**src/design/assert_macros.svh**
```systemverilog
// Assertion macros shared by the design files.
`ifndef ASSERT_MACROS_SVH
`define ASSERT_MACROS_SVH
`ifndef SYNTHESIS
`define ASSERT_IMPL(label, clk, rst, prop) \
   label: assert property (@(posedge clk) disable iff (rst) (prop)) else $error("%m failed");
`define ASSERT_NEXT(label, clk, rst, ante, cons) \
   label: assert property (@(posedge clk) disable iff (rst) (ante) |=> (cons)) else $error("%m failed");
`else
`define ASSERT_IMPL(label, clk, rst, prop)
`define ASSERT_NEXT(label, clk, rst, ante, cons)
`endif
`endif

```
**src/design/gdfs_pkg.sv**
```systemverilog
// Package with types, constants and commands of the grid path search.
package gdfs_pkg;
   localparam int GRID_MAX = 32;
   localparam int STACK_DEPTH = 1024;
   localparam int CW = $clog2(GRID_MAX);
   localparam int OW = 2 * CW;
   localparam int SW = $clog2(STACK_DEPTH);
   localparam int DW = SW + 1;
   localparam logic [1:0] KIND_WRITE = 2'd0;
   localparam logic [1:0] KIND_SEARCH = 2'd1;
   localparam logic [1:0] KIND_READ = 2'd2;
   localparam logic [0:0] CSR_GRID_SIZE = 1'b0;
   localparam logic [0:0] CSR_ATTEMPT_LIMIT = 1'b1;

   typedef struct packed {
      logic [1:0] kind;
      logic [4:0] cell_x;
      logic [4:0] cell_y;
      logic cell_occupied;
      logic [4:0] target_x;
      logic [4:0] target_y;
      logic [9:0] path_index;
   } req_type;

   typedef struct packed {
      logic found;
      logic [10:0] path_length;
      logic [4:0] path_x;
      logic [4:0] path_y;
   } rsp_type;

   typedef enum logic [3:0] {
      ST_IDLE, ST_WRITE, ST_READ_ADDR, ST_READ_DATA, ST_S_INIT, ST_S_ENTER,
      ST_S_ENTER_CHK, ST_S_TOP, ST_S_TOP_DATA, ST_S_STEP, ST_RESP
   } state_type;

   typedef struct packed {
      logic load_req;
      logic do_write;
      logic read_addr;
      logic read_capture;
      logic s_init;
      logic enter_read;
      logic enter_commit;
      logic top_read;
      logic step;
      logic rsp_load;
   } cmd_type;

   typedef struct packed {
      logic kind_write;
      logic kind_search;
      logic kind_read;
      logic enter_target;
      logic enter_done;
      logic stack_empty;
      logic want_enter;
      logic found;
   } sts_type;
endpackage

```
**src/design/gdfs_ctrl.sv**
```systemverilog
// Controller state machine of the grid path search.
`include "assert_macros.svh"
module gdfs_ctrl import gdfs_pkg::*; (
   input  logic clock,
   input  logic reset,
   input  logic req_valid,
   output logic req_ready,
   input  logic rsp_full,
   input  sts_type sts,
   output cmd_type cmd
);
   state_type state_ff, state_in;

   always_ff @(posedge clock) begin
      if (reset) begin
         state_ff <= ST_IDLE;
      end else begin
         state_ff <= state_in;
      end
   end

   always_comb begin
      state_in = state_ff;
      cmd = '0;
      req_ready = 1'b0;
      case (state_ff)
         ST_IDLE: begin
            req_ready = !rsp_full;
            if (req_valid && req_ready) begin
               cmd.load_req = 1'b1;
               state_in = ST_WRITE;
            end
         end
         ST_WRITE: begin
            if (sts.kind_write) begin
               cmd.do_write = 1'b1;
               state_in = ST_RESP;
            end else if (sts.kind_search) begin
               state_in = ST_S_INIT;
            end else if (sts.kind_read) begin
               state_in = ST_READ_ADDR;
            end else begin
               state_in = ST_RESP;
            end
         end
         ST_READ_ADDR: begin
            cmd.read_addr = 1'b1;
            state_in = ST_READ_DATA;
         end
         ST_READ_DATA: begin
            cmd.read_capture = 1'b1;
            state_in = ST_RESP;
         end
         ST_S_INIT: begin
            cmd.s_init = 1'b1;
            state_in = ST_S_ENTER;
         end
         ST_S_ENTER: begin
            cmd.enter_read = 1'b1;
            state_in = ST_S_ENTER_CHK;
         end
         ST_S_ENTER_CHK: begin
            cmd.enter_commit = 1'b1;
            if (sts.enter_target) begin
               state_in = ST_RESP;
            end else begin
               state_in = ST_S_TOP;
            end
         end
         ST_S_TOP: begin
            if (sts.stack_empty) begin
               state_in = ST_RESP;
            end else begin
               cmd.top_read = 1'b1;
               state_in = ST_S_TOP_DATA;
            end
         end
         ST_S_TOP_DATA: begin
            state_in = ST_S_STEP;
         end
         ST_S_STEP: begin
            cmd.step = 1'b1;
            if (sts.want_enter) begin
               state_in = ST_S_ENTER;
            end else begin
               state_in = ST_S_TOP;
            end
         end
         ST_RESP: begin
            cmd.rsp_load = 1'b1;
            state_in = ST_IDLE;
         end
         default: begin
            state_in = ST_IDLE;
         end
      endcase
   end

   `ASSERT_IMPL(a_ready_idle, clock, reset, !req_ready || state_ff == ST_IDLE)
   `ASSERT_NEXT(a_load_next, clock, reset, cmd.load_req, state_ff == ST_WRITE)
   `ASSERT_NEXT(a_resp_idle, clock, reset, cmd.rsp_load, state_ff == ST_IDLE)
endmodule

```
**config.mk**
```make
export PLATFORM = sky130hd
export DESIGN_NAME = gdfs_ctrl
export DESIGN_NICKNAME = d
export VERILOG_FILES = /design/src/design/gdfs_pkg.sv /design/src/design/gdfs_ctrl.sv
export VERILOG_INCLUDE_DIRS = /design/src /design/src/design
export SDC_FILE = /design/constraint.sdc
export NUM_CORES = 1
export LEC_CHECK = 0
export ABC_AREA = 1
export BUFFER_PORTS_ARGS = -buffer_cell sky130_fd_sc_hd__buf_2
export CAP_MARGIN = 20
export CORE_AREA = 3 3 40 42
export CTS_CLUSTER_DIAMETER = 100
export DETAILED_ROUTE_END_ITERATION = 8
export DIE_AREA = 0 0 43 45
export PLACE_DENSITY_LB_ADDON = 0.2
export SLEW_MARGIN = 40
export SYNTH_ARGS = -nofsm -noshare
export SYNTH_HDL_FRONTEND = slang
export SYNTH_SLANG_ARGS = --single-unit
export TNS_END_PERCENT = 20
```
**constraint.sdc**
```tcl
create_clock -name clock -period 1.5 [get_ports clock]
set_input_delay 0.15 -clock clock [delete_from_list [all_inputs] [get_ports clock]]
set_output_delay 0.15 -clock clock [all_outputs]
set_load 0.02 [all_outputs]
```
== Word level (Yosys, flattened, before mapping) ==
Index checks and enable logic that the tools add are counted.

* Equal/unequal tests: 11
* Multiplexer cells: 22
* Reductions and logical operators: 3

{| class="wikitable"
|+ Operators with widths
! kind !! number
|-
| one-hot mux 4 bit (10 select lines) || 1
|-
| two-way mux 4 bit || 5
|-
| equality test 4 x 3 -> 1 bit (second input constant) || 4
|-
| two-way mux 1 bit || 14
|-
| equality test 4 bit (second input constant) || 3
|-
| equality test 4 x 2 -> 1 bit (second input constant) || 2
|-
| equality test 4 x 1 -> 1 bit (second input constant) || 1
|-
| logical NOT 4 bit || 1
|-
| two-way mux 2 bit || 2
|-
| inequality test 2 bit (second input constant) || 1
|-
| logical AND 1 bit || 1
|-
| logical NOT 1 bit || 1
|}

* Register bits after elaboration: 4
* Output and inout bits: 11

== Longest topological paths before layout ==
Gate-level depths: netlist of run 1.

* Depth in word-level cells: 4
* Gate-level depth with buffers: 8
* Gate-level depth less buffers: 8

== Least setup slack after synthesis of run 1 ==
OpenSTA, ideal clock, no wires.

* Path kind: register -> output
* Start point: reg state_ff[3]
* End point: out cmd[0] (netlist bit)
* Arrival time: 1.188 ns
* Data required time: 1.350 ns
* Setup slack: 0.162 ns
* Cell stages (with the launch flop): 3
* Buffers on the path: 0
* Cells stage by stage: dfxtp_1 -> inv_2 -> nor4_1

{| class="wikitable"
|+ RTL lines
! what !! line !! RTL
|-
| start, declared || gdfs_ctrl.sv:12 || <nowiki>state_type state_ff, state_in;</nowiki>
|-
| start signal, assigned || gdfs_ctrl.sv:18 || <nowiki>state_ff <= state_in;</nowiki>
|-
| end, declared || gdfs_ctrl.sv:10 || <nowiki>output cmd_type cmd</nowiki>
|}

==> Implementation_results.wiki, run 1 <==
{| class="wikitable"
! Metric !! Value
|-
| Status || completed
|-
| Setup violators final || 0
|-
| Largest registers || state_ff x4
|-
| Growth of design area from synthesis to finish || 40.07%
|-
| Number of clock sinks || 4
|-
| Maximum fanout count along the critical path || 5
|-
| Pin count of the biggest net entering global routing || 8
|-
| Total Nets Final || 106
|-
| Synth Instances || a little under 70
|-
| RSZ-0062 raised after global routing || false
|-
| Library cell contributing the largest single delay on the critical path || sky130_fd_sc_hd__dfxtp_1
|-
| Final core utilization || 40.51%
|-
| Height of the die || 45 um
|-
| Largest register by flop count || state_ff
|-
| Peak VDD IR || 0.0007024 V
|-
| Mean cell area of the mapped netlist || 5.386 um^2
|-
| Full die area || 1935 um^2
|-
| Number of register bits inferred by synthesis || 4
|-
| Element type at the critical path start || register
|-
| Placer Congestion || 0.7727
|-
| Clock network latency to the later pin of the worst-skew pair || 0.23 ns
|-
| Number of DRC violations after detailed-routing iteration 0 || 8
|-
| Remaining global-route overflow || 0
|-
| Drt pass-1 iters || 4
|-
| Fraction of final layout cells with drive strength greater than 1 || approximately two fifths
|-
| TritonCTS clock tree || built
|-
| Actual slew at the worst max-slew pin || roughly 0.22 ns
|-
| Portion of the post-synthesis area used by sequential elements || 21.55%
|-
| Effective utilization at floorplan || 28.92%
|-
| Synthesized cell area || 371.6 um^2
|-
| Highest achievable clock rate || 710.4 MHz
|-
| Clock transition time at the flip-flop clock pins of the worst setup and hold paths || 0.04 ns
|-
| Longest individual stage delay on the worst path || just over 0.4 ns
|-
| Remaining DRCs || 0
|-
| Standard cell core area || 1285 um^2
|-
| Relative max-transition margin || 85.28%
|-
| Cell area after placement || 490.5 um^2
|-
| Areal power density over the cells || 1610 nW/um^2
|-
| H-tree depth || 1
|-
| Post-CTS Repair Setup Buffers || 0
|-
| Io pins || 23
|-
| Antenna violations before repair || 0
|-
| Number of buffers created by CTS || 3
|-
| Fraction of the cycle the final worst path needs || between 90% and 100%
|-
| Distinct cell type count after synthesis || 15
|-
| Synthesis Warnings || 0
|-
| Flip-flop count of the largest register, all copies and words added || 4
|-
| Area of all placed cells without fillers || 520.5 um^2
|-
| Half-perimeter wire length of the detailed placement result || 858.4 um
|-
| Cells traversed along the worst timing path || inv_2 -> nor2_1 -> nand2_1 -> inv_1 -> buf_2
|-
| Total via count in the routed design || 475
|-
| Wire length reported by the detailed router || 987 um
|-
| Number of max-slew violations in the final report || 0
|-
| Type of the worst min-delay path || in -> reg
|-
| Largest clock skew in the final design || 0.001796 ns
|-
| Avg WL per Cell || 9.224 um
|-
| Setup CP Type || reg -> out
|-
| Global router's overall resource usage || 11.40%
|-
| DRT antenna net count || 0
|-
| Required @ worst endpoint || between 1 and 1.5 ns
|-
| Floorplan die width || roughly 43 um
|-
| CP Capture Type || output port
|-
| Net count after synthesis || 81
|-
| Global-route wire length before repair || approximately 1.7 mm
|-
| Maximum capacitance violations || 0
|-
| Number of port buffers || 20
|-
| Arrival time reported for the critical path endpoint || approximately 1.3 ns
|-
| Maximum count of clock buffers along a single path || 2
|-
| Final TNS setup || 0 ns
|-
| Final hold slack || 0.1051 ns
|-
| Final-report hold violation count || 0
|-
| Row cnt || 13
|-
| Final period demand of the worst path || 1.408 ns
|-
| Vias in the first global route || between 400 and 500
|-
| Via/cell ratio || approximately 4.4
|-
| Antenna diode count || 0
|-
| Leakage power summed over all cells || approximately 0.34 nW
|-
| Root buf cell || sky130_fd_sc_hd__clkbuf_4
|}
-- logic make-up after synthesis --
logic type / share of synthesized area [%]
simple gates: 54.88
compound gates: 8.418
flops: 21.55
buf+inv: 15.15
-- routing by layer --
| layer | global-route usage [%] | vias up | wire, um |
|---|---|---|---|
| met5 | 0 | - | 0 |
| met4 | 5.422 | 0 | 0 |
| met3 | 2.789 | 0 | 52 |
| met2 | 19.46 | 10 | 487 |
| met1 | 13.46 | 201 | 447 |
| li1 | - | 264 | - |
-- worst max-delay path: cells and delay by family, from the launching register on --
kind | cells | cell delay [ns]
flops | 1 | 0.41
simple gates | 2 | 0.32
buf+inv | 3 | 0.30
-- per-stage QoR --
stage               instances  total power [mW]  worst slack [ns]
global placement          104            0.7011            0.2598
floorplan                  69            0.5648            0.1618
detailed placement        104            0.6988            0.2714
CTS                       107            0.8336           0.01430
global route              107            0.9316           0.02202
finish                    107            0.8378           0.09243
-- cells in the final DEF, fill, tap and decap left out --
cell type / n
sky130_fd_sc_hd__buf_2: 20
sky130_fd_sc_hd__nor2_1: 14
sky130_fd_sc_hd__nand2_1: 13
sky130_fd_sc_hd__nand3_1: 10
sky130_fd_sc_hd__inv_1: 9
sky130_fd_sc_hd__inv_2: 6
sky130_fd_sc_hd__clkbuf_4: 3
sky130_fd_sc_hd__nor2_4: 2
sky130_fd_sc_hd__nor4_1: 2
sky130_fd_sc_hd__nor3_1: 2
sky130_fd_sc_hd__o21ai_0: 2
sky130_fd_sc_hd__dfxtp_1: 2
sky130_fd_sc_hd__dfxtp_2: 2
sky130_fd_sc_hd__nand2_2: 1
sky130_fd_sc_hd__o21ai_2: 1
sky130_fd_sc_hd__nor2_2: 1
sky130_fd_sc_hd__a21oi_1: 1
sky130_fd_sc_hd__o211ai_1: 1
-- worst paths after layout --
path                            slack [ns]                        to                     start  cells after the start
worst max-delay path                  0.09                    cmd[1]  state_ff[0]$_SDFFE_PP0P_                      5
worst min register to register        0.55  state_ff[1]$_SDFFE_PP0P_  state_ff[2]$_SDFFE_PP0P_                      2
worst max register to register        0.40  state_ff[1]$_SDFFE_PP0P_  state_ff[0]$_SDFFE_PP0P_                      6
worst min-delay path                  0.11  state_ff[2]$_SDFFE_PP0P_                     reset                      2
-- cell usage after synthesis (all sizes together) --
| library cell | n | area share (%) |
|---|---|---|
| o211ai | 1 | 2.0 |
| o21ai | 3 | 5.1 |
| nand2 | 14 | 15 |
| dfxtp | 4 | 22 |
| inv | 15 | 15 |
| nor2 | 17 | 21 |
| nor4 | 2 | 3.4 |
| nand3 | 10 | 13 |
| nor3 | 2 | 2.7 |
| a21oi | 1 | 1.3 |
-- where the power goes --
part / switching, mW / total [mW] / internal (mW)
logic: 0.324 / 0.495 / 0.171
clock network: 0.0394 / 0.129 / 0.0892
registers: 0.0662 / 0.214 / 0.148
-- area by class of cell --
class	instances	area, um^2
Timing Repair Buffer	20	100.1
Clock buffer	3	22.52
Tap cell	15	18.77
Inverter	15	56.30
Sequential cell	4	82.58
Fill cell	152	764.5
Multi-Input combinational cell	50	240.2
-- repair_timing --
| action | in CTS | in global routing |
|---|---|---|
| hold buffers | 0 | 0 |
| setup endpoints to repair | 0 | 2 |
| resized for setup | 0 | 3 |
Note: power is estimated with default switching activity, not from simulation.
==> run 2: changes to the inputs <==
--- a/config.mk
+++ b/config.mk
@@ -7,12 +7,12 @@
 export NUM_CORES = 1
 export LEC_CHECK = 0
 export ABC_AREA = 1
-export BUFFER_PORTS_ARGS = -buffer_cell sky130_fd_sc_hd__buf_2
 export CAP_MARGIN = 20
 export CORE_AREA = 3 3 40 42
 export CTS_CLUSTER_DIAMETER = 100
 export DETAILED_ROUTE_END_ITERATION = 8
 export DIE_AREA = 0 0 43 45
+export DONT_BUFFER_PORTS = 1
 export PLACE_DENSITY_LB_ADDON = 0.2
 export SLEW_MARGIN = 40
 export SYNTH_ARGS = -nofsm -noshare
==> run 2 against run 1 <==
Combinational power shrank 6.1%. Routed wire length grew 0.20%. Setup slack lost 0.0018 ns. Sequential share of layout area grew 1.8 points. Clock-buffer cell count is the same. Core utilization shrank 4.8 points. Worst hold slack lost 0.025 ns. Flip-flop and latch count is the same. Critical endpoint is now cmd[9].
==> Implementation_results.wiki, run 2 (synthesis gave the netlist of run 1 again) <==
{| class="wikitable"
! Metric !! Value
|-
| Effective utilization at floorplan || 28.92% (unchanged)
|-
| Antenna diode count || 0 (unchanged)
|-
| Total via count in the routed design || 448 (-5.7%)
|-
| Number of max-slew violations in the final report || 0 (unchanged)
|-
| Worst Path Buf+Inv || 1 (-2)
|-
| Number of port buffers || 0 (-100%)
|-
| Vias in the first global route || 390 (-7.8%)
|-
| Growth of design area from synthesis to finish || 23.57%
|-
| Largest registers || state_ff x4
|-
| Final core utilization || 35.74% (-4.8 points)
|-
| Maximum fanout count along the critical path || 6 (+1)
|-
| Drt pass-1 iters || 4 (unchanged)
|-
| Clock network latency to the later pin of the worst-skew pair || 0.23 ns (about the same)
|-
| Element type at the critical path start || register
|-
| Required @ worst endpoint || 1.35 ns (about the same)
|-
| Number of cells after detailed placement || 88 (-15%)
|-
| Crit-path leading delay family || simple AND/OR/NAND/NOR gates
|-
| DRT antenna net count || 0 (unchanged)
|-
| Root buf cell || sky130_fd_sc_hd__clkbuf_4
|-
| Sequential group share of total power || 26.6% (+1.1 points)
|-
| Library cell contributing the largest single delay on the critical path || sky130_fd_sc_hd__dfxtp_1
|-
| Remaining DRCs || 0 (unchanged)
|-
| Floorplan die width || 43 um (unchanged)
|-
| Height of the die || 45 um (unchanged)
|-
| Clock share of power || 15.9% (+0.6 points)
|-
| Setup CP Type || reg -> out
|-
| Avg WL per Cell || 10.75 um (+17%)
|-
| Area of all placed cells without fillers || 459.2 um^2 (-12%)
|-
| Wire length reported by the detailed router || 989 um (+0.20%)
|-
| Flip-flop count of the largest register, all copies and words added || 4 (unchanged)
|-
| Half-perimeter wire length of the detailed placement result || 825.3 um (-3.9%)
|-
| Maximum capacitance violations || 0 (unchanged)
|-
| Combinational power share || 57.5% (-1.6 points)
|-
| Switching Power || 425.9 uW (-0.95%)
|-
| Status || completed
|-
| Highest-count cells in the layout ignoring fill and taps || sky130_fd_sc_hd__nor2_1 (14), sky130_fd_sc_hd__nand2_1 (13), sky130_fd_sc_hd__nand3_1 (10), sky130_fd_sc_hd__inv_1 (9), sky130_fd_sc_hd__inv_2 (6)
|-
| TritonCTS clock tree || built
|-
| RSZ-0062 raised after global routing || false
|-
| Total Nets Final || 91 (-14%)
|-
| Final period demand of the worst path || 1.409 ns (+0.001752 ns)
|-
| Antenna violations before repair || 0 (unchanged)
|-
| Global router's overall resource usage || 10.72% (-0.67 points)
|-
| Pin count of the biggest net entering global routing || 8 (unchanged)
|-
| Cells traversed along the worst timing path || nor2_4 -> nand3_1 -> nor3_1 -> buf_4
|-
| Leakage power summed over all cells || 0.2662 nW (-21%)
|-
| Full die area || 1935 um^2 (unchanged)
|-
| Fraction of final layout cells with drive strength greater than 1 || 24.68% (-14 points)
|-
| Relative max-transition margin || 73.66% (-12 points)
|-
| Longest individual stage delay on the worst path || 0.39 ns (-0.02 ns)
|-
| Final TNS setup || 0 ns (unchanged)
|-
| Global-route wire length before repair || 1.573 mm (-5.0%)
|-
| Peak VDD IR || 0.0006337 V (-9.8%)
|-
| Tot Pwr || 808.0 uW (-3.6%)
|-
| Remaining global-route overflow || 0 (unchanged)
|-
| Number of clock sinks || 4 (unchanged)
|-
| Arrival time reported for the critical path endpoint || 1.26 ns (about the same)
|-
| Io pins || 23 (unchanged)
|-
| Standard cell core area || 1285 um^2 (unchanged)
|-
| Placer Congestion || 0.7509 (-2.8%)
|-
| Most common cell after layout, fill and taps aside || sky130_fd_sc_hd__nor2_1
|-
| Type of the worst min-delay path || in -> reg
|-
| Clock transition time at the flip-flop clock pins of the worst setup and hold paths || 0.04 ns (about the same)
|-
| Row cnt || 13 (unchanged)
|-
| H-tree depth || 1 (unchanged)
|-
| Number of DRC violations after detailed-routing iteration 0 || 12 (+4)
|-
| Setup violators final || 0 (unchanged)
|-
| Switching Share || 52.71% (+1.4 points)
|-
| Largest clock skew in the final design || 0.0009315 ns (-0.0008645 ns)
|-
| Cell area after placement || 420.4 um^2 (-14%)
|-
| Internal power || 382.1 uW (-6.3%)
|-
| Non-Filler Instances || 92 (-14%)
|-
| Fraction of the cycle the final worst path needs || 93.95% (+0.12 points)
|-
| Actual slew at the worst max-slew pin || 0.3936 ns (+0.1748 ns)
|-
| CP Capture Type || output port
|-
| Areal power density over the cells || 1760 nW/um^2 (+9.3%)
|-
| Via/cell ratio || 4.870 (+9.7%)
|-
| Final-report hold violation count || 0 (unchanged)
|-
| Largest register by flop count || state_ff
|-
| Highest achievable clock rate || 709.6 MHz (-0.12%)
|-
| Number of buffers created by CTS || 3 (unchanged)
|-
| Maximum count of clock buffers along a single path || 2 (unchanged)
|}
[run 2: stage by stage]
| step | hold slack, ns | worst slack, ns |
|---|---|---|
| after floorplan | 0.2191 | 0.1618 |
| after global placement | 0.2226 | 0.2504 |
| after detailed placement | 0.2226 | 0.2518 |
| after CTS | 0.07532 | 0.05071 |
| after global routing | 0.09272 | 0.02169 |
| final | 0.08059 | 0.09068 |
[run 2: final cells by class]
cell class	count	area, um^2
fill	153	825.8
clock buffer	3	22.52
sequential	4	81.33
tap	15	18.77
timing repair buffer	5	40.04
inverter	15	56.30
multi-input combinational	50	240.2
[run 2: final timing paths]
path,from,end,slack [ns],cells past startpoint
setup / recovery,state_ff[3]$_SDFFE_PP0P_,cmd[9],0.09,4
hold reg to reg,state_ff[2]$_SDFFE_PP0P_,state_ff[1]$_SDFFE_PP0P_,0.56,2
hold / removal,reset,state_ff[3]$_SDFFE_PP0P_,0.08,3
setup reg to reg,state_ff[1]$_SDFFE_PP0P_,state_ff[3]$_SDFFE_PP0P_,0.33,8
[run 2: power groups by stage]
| stage | combinational (mW) | sequential, mW | clock (mW) |
|---|---|---|---|
| floorplan | 0.371 | 0.193 | 0 |
| global placement | 0.461 | 0.208 | 0 |
| detailed placement | 0.462 | 0.208 | 0 |
| CTS | 0.472 | 0.211 | 0.138 |
| global route | 0.521 | 0.221 | 0.149 |
| finish | 0.465 | 0.215 | 0.129 |
[run 2: routing by layer]
layer	wire length (um)	vias to the layer above	track usage, %
li1	-	232	-
met1	449	192	13.43
met2	466	24	17.66
met3	73	0	5.578
met4	0	0	0
met5	0	-	0
[run 2: worst min-delay path: stages]
cell                      delay [ns]
sky130_fd_sc_hd__inv_1          0.03
sky130_fd_sc_hd__nand2_1        0.05
sky130_fd_sc_hd__inv_1          0.03
[run 2: repair_timing]
action | in CTS | in global routing
gates cloned | 0 | 0
hold buffers | 1 | 0
buffers inserted | 0 | 0
resized for setup | 1 | 1
endpoints found under the hold margin | 2 | 0
setup endpoints to repair | 2 | 2
pin swaps | 0 | 1
==> run 3: changes to the inputs <==
--- a/config.mk
+++ b/config.mk
@@ -8,12 +8,15 @@
 export LEC_CHECK = 0
 export ABC_AREA = 1
 export CAP_MARGIN = 20
+export CELL_PAD_IN_SITES_DETAIL_PLACEMENT = 0
+export CELL_PAD_IN_SITES_GLOBAL_PLACEMENT = 1
 export CORE_AREA = 3 3 40 42
 export CTS_CLUSTER_DIAMETER = 100
 export DETAILED_ROUTE_END_ITERATION = 8
 export DIE_AREA = 0 0 43 45
 export DONT_BUFFER_PORTS = 1
 export PLACE_DENSITY_LB_ADDON = 0.2
+export REMOVE_ABC_BUFFERS = 1
 export SLEW_MARGIN = 40
 export SYNTH_ARGS = -nofsm -noshare
 export SYNTH_HDL_FRONTEND = slang
==> run 3 against run 2 <==
Sequential share of layout area decreased by 0.78 points. Fmax rose by 0.83%. Clock-buffer cell count is the same. Final cell count grew 2.2%. Global-route usage shrank 0.32 points.
==> Implementation_results.wiki, run 3 (synthesis gave the netlist of run 1 again) <==
{| class="wikitable"
! Metric !! Value
|-
| Number of max-slew violations in the final report || 0 (unchanged)
|-
| Setup slack, reg-to-reg || 0.24 ns (-0.09 ns)
|-
| Areal power density over the cells || 1814 nW/um^2 (+3.1%)
|-
| Placer Congestion || 0.7166 (-4.6%)
|-
| Hold Path Origin || reset
|-
| Maximum capacitance violations || 0 (unchanged)
|-
| Full die area || 1935 um^2 (unchanged)
|-
| Root buf cell || sky130_fd_sc_hd__clkbuf_4
|-
| Half-perimeter wire length of the detailed placement result || 835.1 um (+1.2%)
|-
| Number of cells on the worst hold path || 3 (unchanged)
|-
| Largest register by flop count || state_ff
|-
| Switching Share || 51.71% (-1.0 points)
|-
| Internal power || 414.3 uW (+8.4%)
|-
| Highest-count cells in the layout ignoring fill and taps || sky130_fd_sc_hd__nor2_1 (14), sky130_fd_sc_hd__nand2_1 (13), sky130_fd_sc_hd__nand3_1 (10), sky130_fd_sc_hd__inv_1 (9)
|-
| Largest registers || state_ff x4
|-
| Element type at the critical path start || register
|-
| Setup CP Type || reg -> out
|-
| Clock transition time at the flip-flop clock pins of the worst setup and hold paths || 0.04 ns (about the same)
|-
| Remaining DRCs || 0 (unchanged)
|-
| Wire length reported by the detailed router || 1.012 mm (+2.3%)
|-
| Reg-to-Reg End || state_ff[1]$_SDFFE_PP0P_
|-
| R2R Path Start || state_ff[3]$_SDFFE_PP0P_
|-
| Number of DRC violations after detailed-routing iteration 0 || 4 (-8)
|-
| Avg WL per Cell || 10.77 um (+0.15%)
|-
| Antenna violations before repair || 0 (unchanged)
|-
| Number of cells traversed by the worst register-to-register path || 7 (-1)
|-
| Vias in the first global route || 387 (-0.77%)
|-
| Final TNS setup || 0 ns (unchanged)
|-
| Area of all placed cells without fillers || 473.0 um^2 (+3.0%)
|-
| GR Util met1 || 12.98% (-0.45 points)
|-
| Cell area after placement || 420.4 um^2 (unchanged)
|-
| Global router's overall resource usage || 10.40% (-0.32 points)
|-
| Height of the die || 45 um (unchanged)
|-
| Total Nets Final || 93 (+2.2%)
|-
| Longest individual stage delay on the worst path || 0.39 ns (about the same)
|-
| Clock share of power || 15.8% (about the same)
|-
| Combinational power share || 59.7% (+2.2 points)
|-
| Required @ worst endpoint || 1.35 ns (about the same)
|-
| Cells traversed along the worst timing path || nor2_4 -> buf_4 -> inv_2 -> nor2_1
|-
| Maximum count of clock buffers along a single path || 2 (unchanged)
|-
| Remaining global-route overflow || 0 (unchanged)
|-
| Relative max-transition margin || 73.61% (about the same)
|-
| Antenna diode count || 0 (unchanged)
|-
| Worst Hold Path EP || state_ff[3]$_SDFFE_PP0P_
|-
| CP Capture Type || output port
|-
| Via/cell ratio || 4.745 (-2.6%)
|-
| Drt pass-1 iters || 2 (-2)
|-
| GRT met2 Usage || 16.17% (-1.5 points)
|-
| Final period demand of the worst path || 1.398 ns (-0.01155 ns)
|-
| Type of the worst min-delay path || in -> reg
|-
| Total via count in the routed design || 446 (-0.45%)
|-
| Largest clock skew in the final design || 0.0009515 ns (+0.00002004 ns)
|-
| Status || completed
|-
| Library cell contributing the largest single delay on the critical path || sky130_fd_sc_hd__dfxtp_1
|-
| Growth of design area from synthesis to finish || 27.27%
|-
| Number of buffers created by CTS || 3 (unchanged)
|-
| Number of clock sinks || 4 (unchanged)
|-
| Number of port buffers || 0 (unchanged)
|-
| Fraction of the cycle the final worst path needs || 93.18% (-0.77 points)
|-
| Arrival time reported for the critical path endpoint || 1.25 ns (about the same)
|-
| GR peak layer || met2
|-
| Floorplan die width || 43 um (unchanged)
|-
| Pin count of the biggest net entering global routing || 8 (unchanged)
|-
| H-tree depth || 1 (unchanged)
|-
| Final core utilization || 36.81% (+1.1 points)
|-
| Global-route wire length before repair || 1.462 mm (-7.1%)
|-
| DRT antenna net count || 0 (unchanged)
|-
| Sequential group share of total power || 24.5% (-2.1 points)
|-
| Switching Power || 443.8 uW (+4.2%)
|-
| Leakage power summed over all cells || 0.2743 nW (+3.1%)
|-
| Effective utilization at floorplan || 28.92% (unchanged)
|-
| Row cnt || 13 (unchanged)
|-
| Highest achievable clock rate || 715.4 MHz (+0.83%)
|-
| Most common cell after layout, fill and taps aside || sky130_fd_sc_hd__nor2_1
|-
| Actual slew at the worst max-slew pin || 0.3943 ns (+0.0006859 ns)
|-
| Final-report hold violation count || 0 (unchanged)
|-
| Fraction of final layout cells with drive strength greater than 1 || 25.32% (+0.64 points)
|-
| Met3 routing resource usage after global routing || 1.992% (-3.6 points)
|-
| Io pins || 23 (unchanged)
|-
| Clock network latency to the later pin of the worst-skew pair || 0.24 ns (about the same)
|-
| RSZ-0062 raised after global routing || false
|-
| Flip-flop count of the largest register, all copies and words added || 4 (unchanged)
|-
| Setup violators final || 0 (unchanged)
|-
| TritonCTS clock tree || built
|-
| Maximum fanout count along the critical path || 6 (unchanged)
|-
| Standard cell core area || 1285 um^2 (unchanged)
|-
| Peak VDD IR || 0.0006084 V (-4.0%)
|}
[run 3: changes by cell type in the layout (fill, tap and decap cells not counted)]
cell and change:
sky130_fd_sc_hd__dfxtp_1 +1, sky130_fd_sc_hd__dfxtp_2 -1, sky130_fd_sc_hd__buf_4 +2
[run 3: worst max-delay path by stage]
stage                              from         to  depth (start not counted)
6_report       state_ff[3]$_SDFFE_PP0P_     cmd[6]                          4
5_1_grt        state_ff[3]$_SDFFE_PP0P_     cmd[0]                          3
4_1_cts        state_ff[3]$_SDFFE_PP0P_  req_ready                          3
3_5_place_dp   state_ff[3]$_SDFFE_PP0P_  req_ready                          3
3_3_place_gp   state_ff[3]$_SDFFE_PP0P_  req_ready                          3
2_1_floorplan  state_ff[3]$_SDFFE_PP0P_     cmd[0]                          2
[run 3: worst max-delay path: cells and delay by family, from the launching register on]
kind,cells,cell delay (ns)
flops,1,0.39
simple gates,2,0.43
buf+inv,2,0.18
[run 3: power by group through the flow]
stage	Sequential (mW)	Combinational (mW)	Clock, mW
after floorplan	0.193	0.371	0
after global placement	0.208	0.468	0
after detailed placement	0.207	0.464	0
after CTS	0.210	0.473	0.138
after global routing	0.216	0.569	0.137
final	0.211	0.512	0.136
[run 3: area by class of cell]
class / instances / area [um^2]
clock buffer: 3 / 22.52
tap: 15 / 18.77
timing repair buffer: 7 / 55.05
fill: 161 / 812.0
inverter: 15 / 56.30
sequential: 4 / 80.08
multi-input combinational: 50 / 240.2
[run 3: repair_timing]
| item | 4_1_cts | 5_1_grt |
|---|---|---|
| setup buffers | 0 | 2 |
| gates resized for setup | 1 | 0 |
| setup endpoints to repair | 2 | 2 |
| gates cloned | 0 | 0 |
| hold endpoints to repair | 2 | 0 |
| pin swaps | 0 | 1 |
| hold buffers | 1 | 0 |
[run 3: per-stage QoR]
stage	hold slack [ns]	setup WS (ns)	power [mW]	instances
finish	0.06821	0.1022	0.8581	94
global route	0.09237	0.008752	0.9229	94
floorplan	0.2191	0.1618	0.5648	69
detailed placement	0.2236	0.2360	0.6707	88
global placement	0.2222	0.2293	0.6769	88
CTS	0.06622	0.04818	0.8222	92
[run 3: metal layers]
layer  wire [um]  share of wire, %
met1         450                44
met2         470                46
met3          72               7.1
met4          19               1.9
met5           0                 0
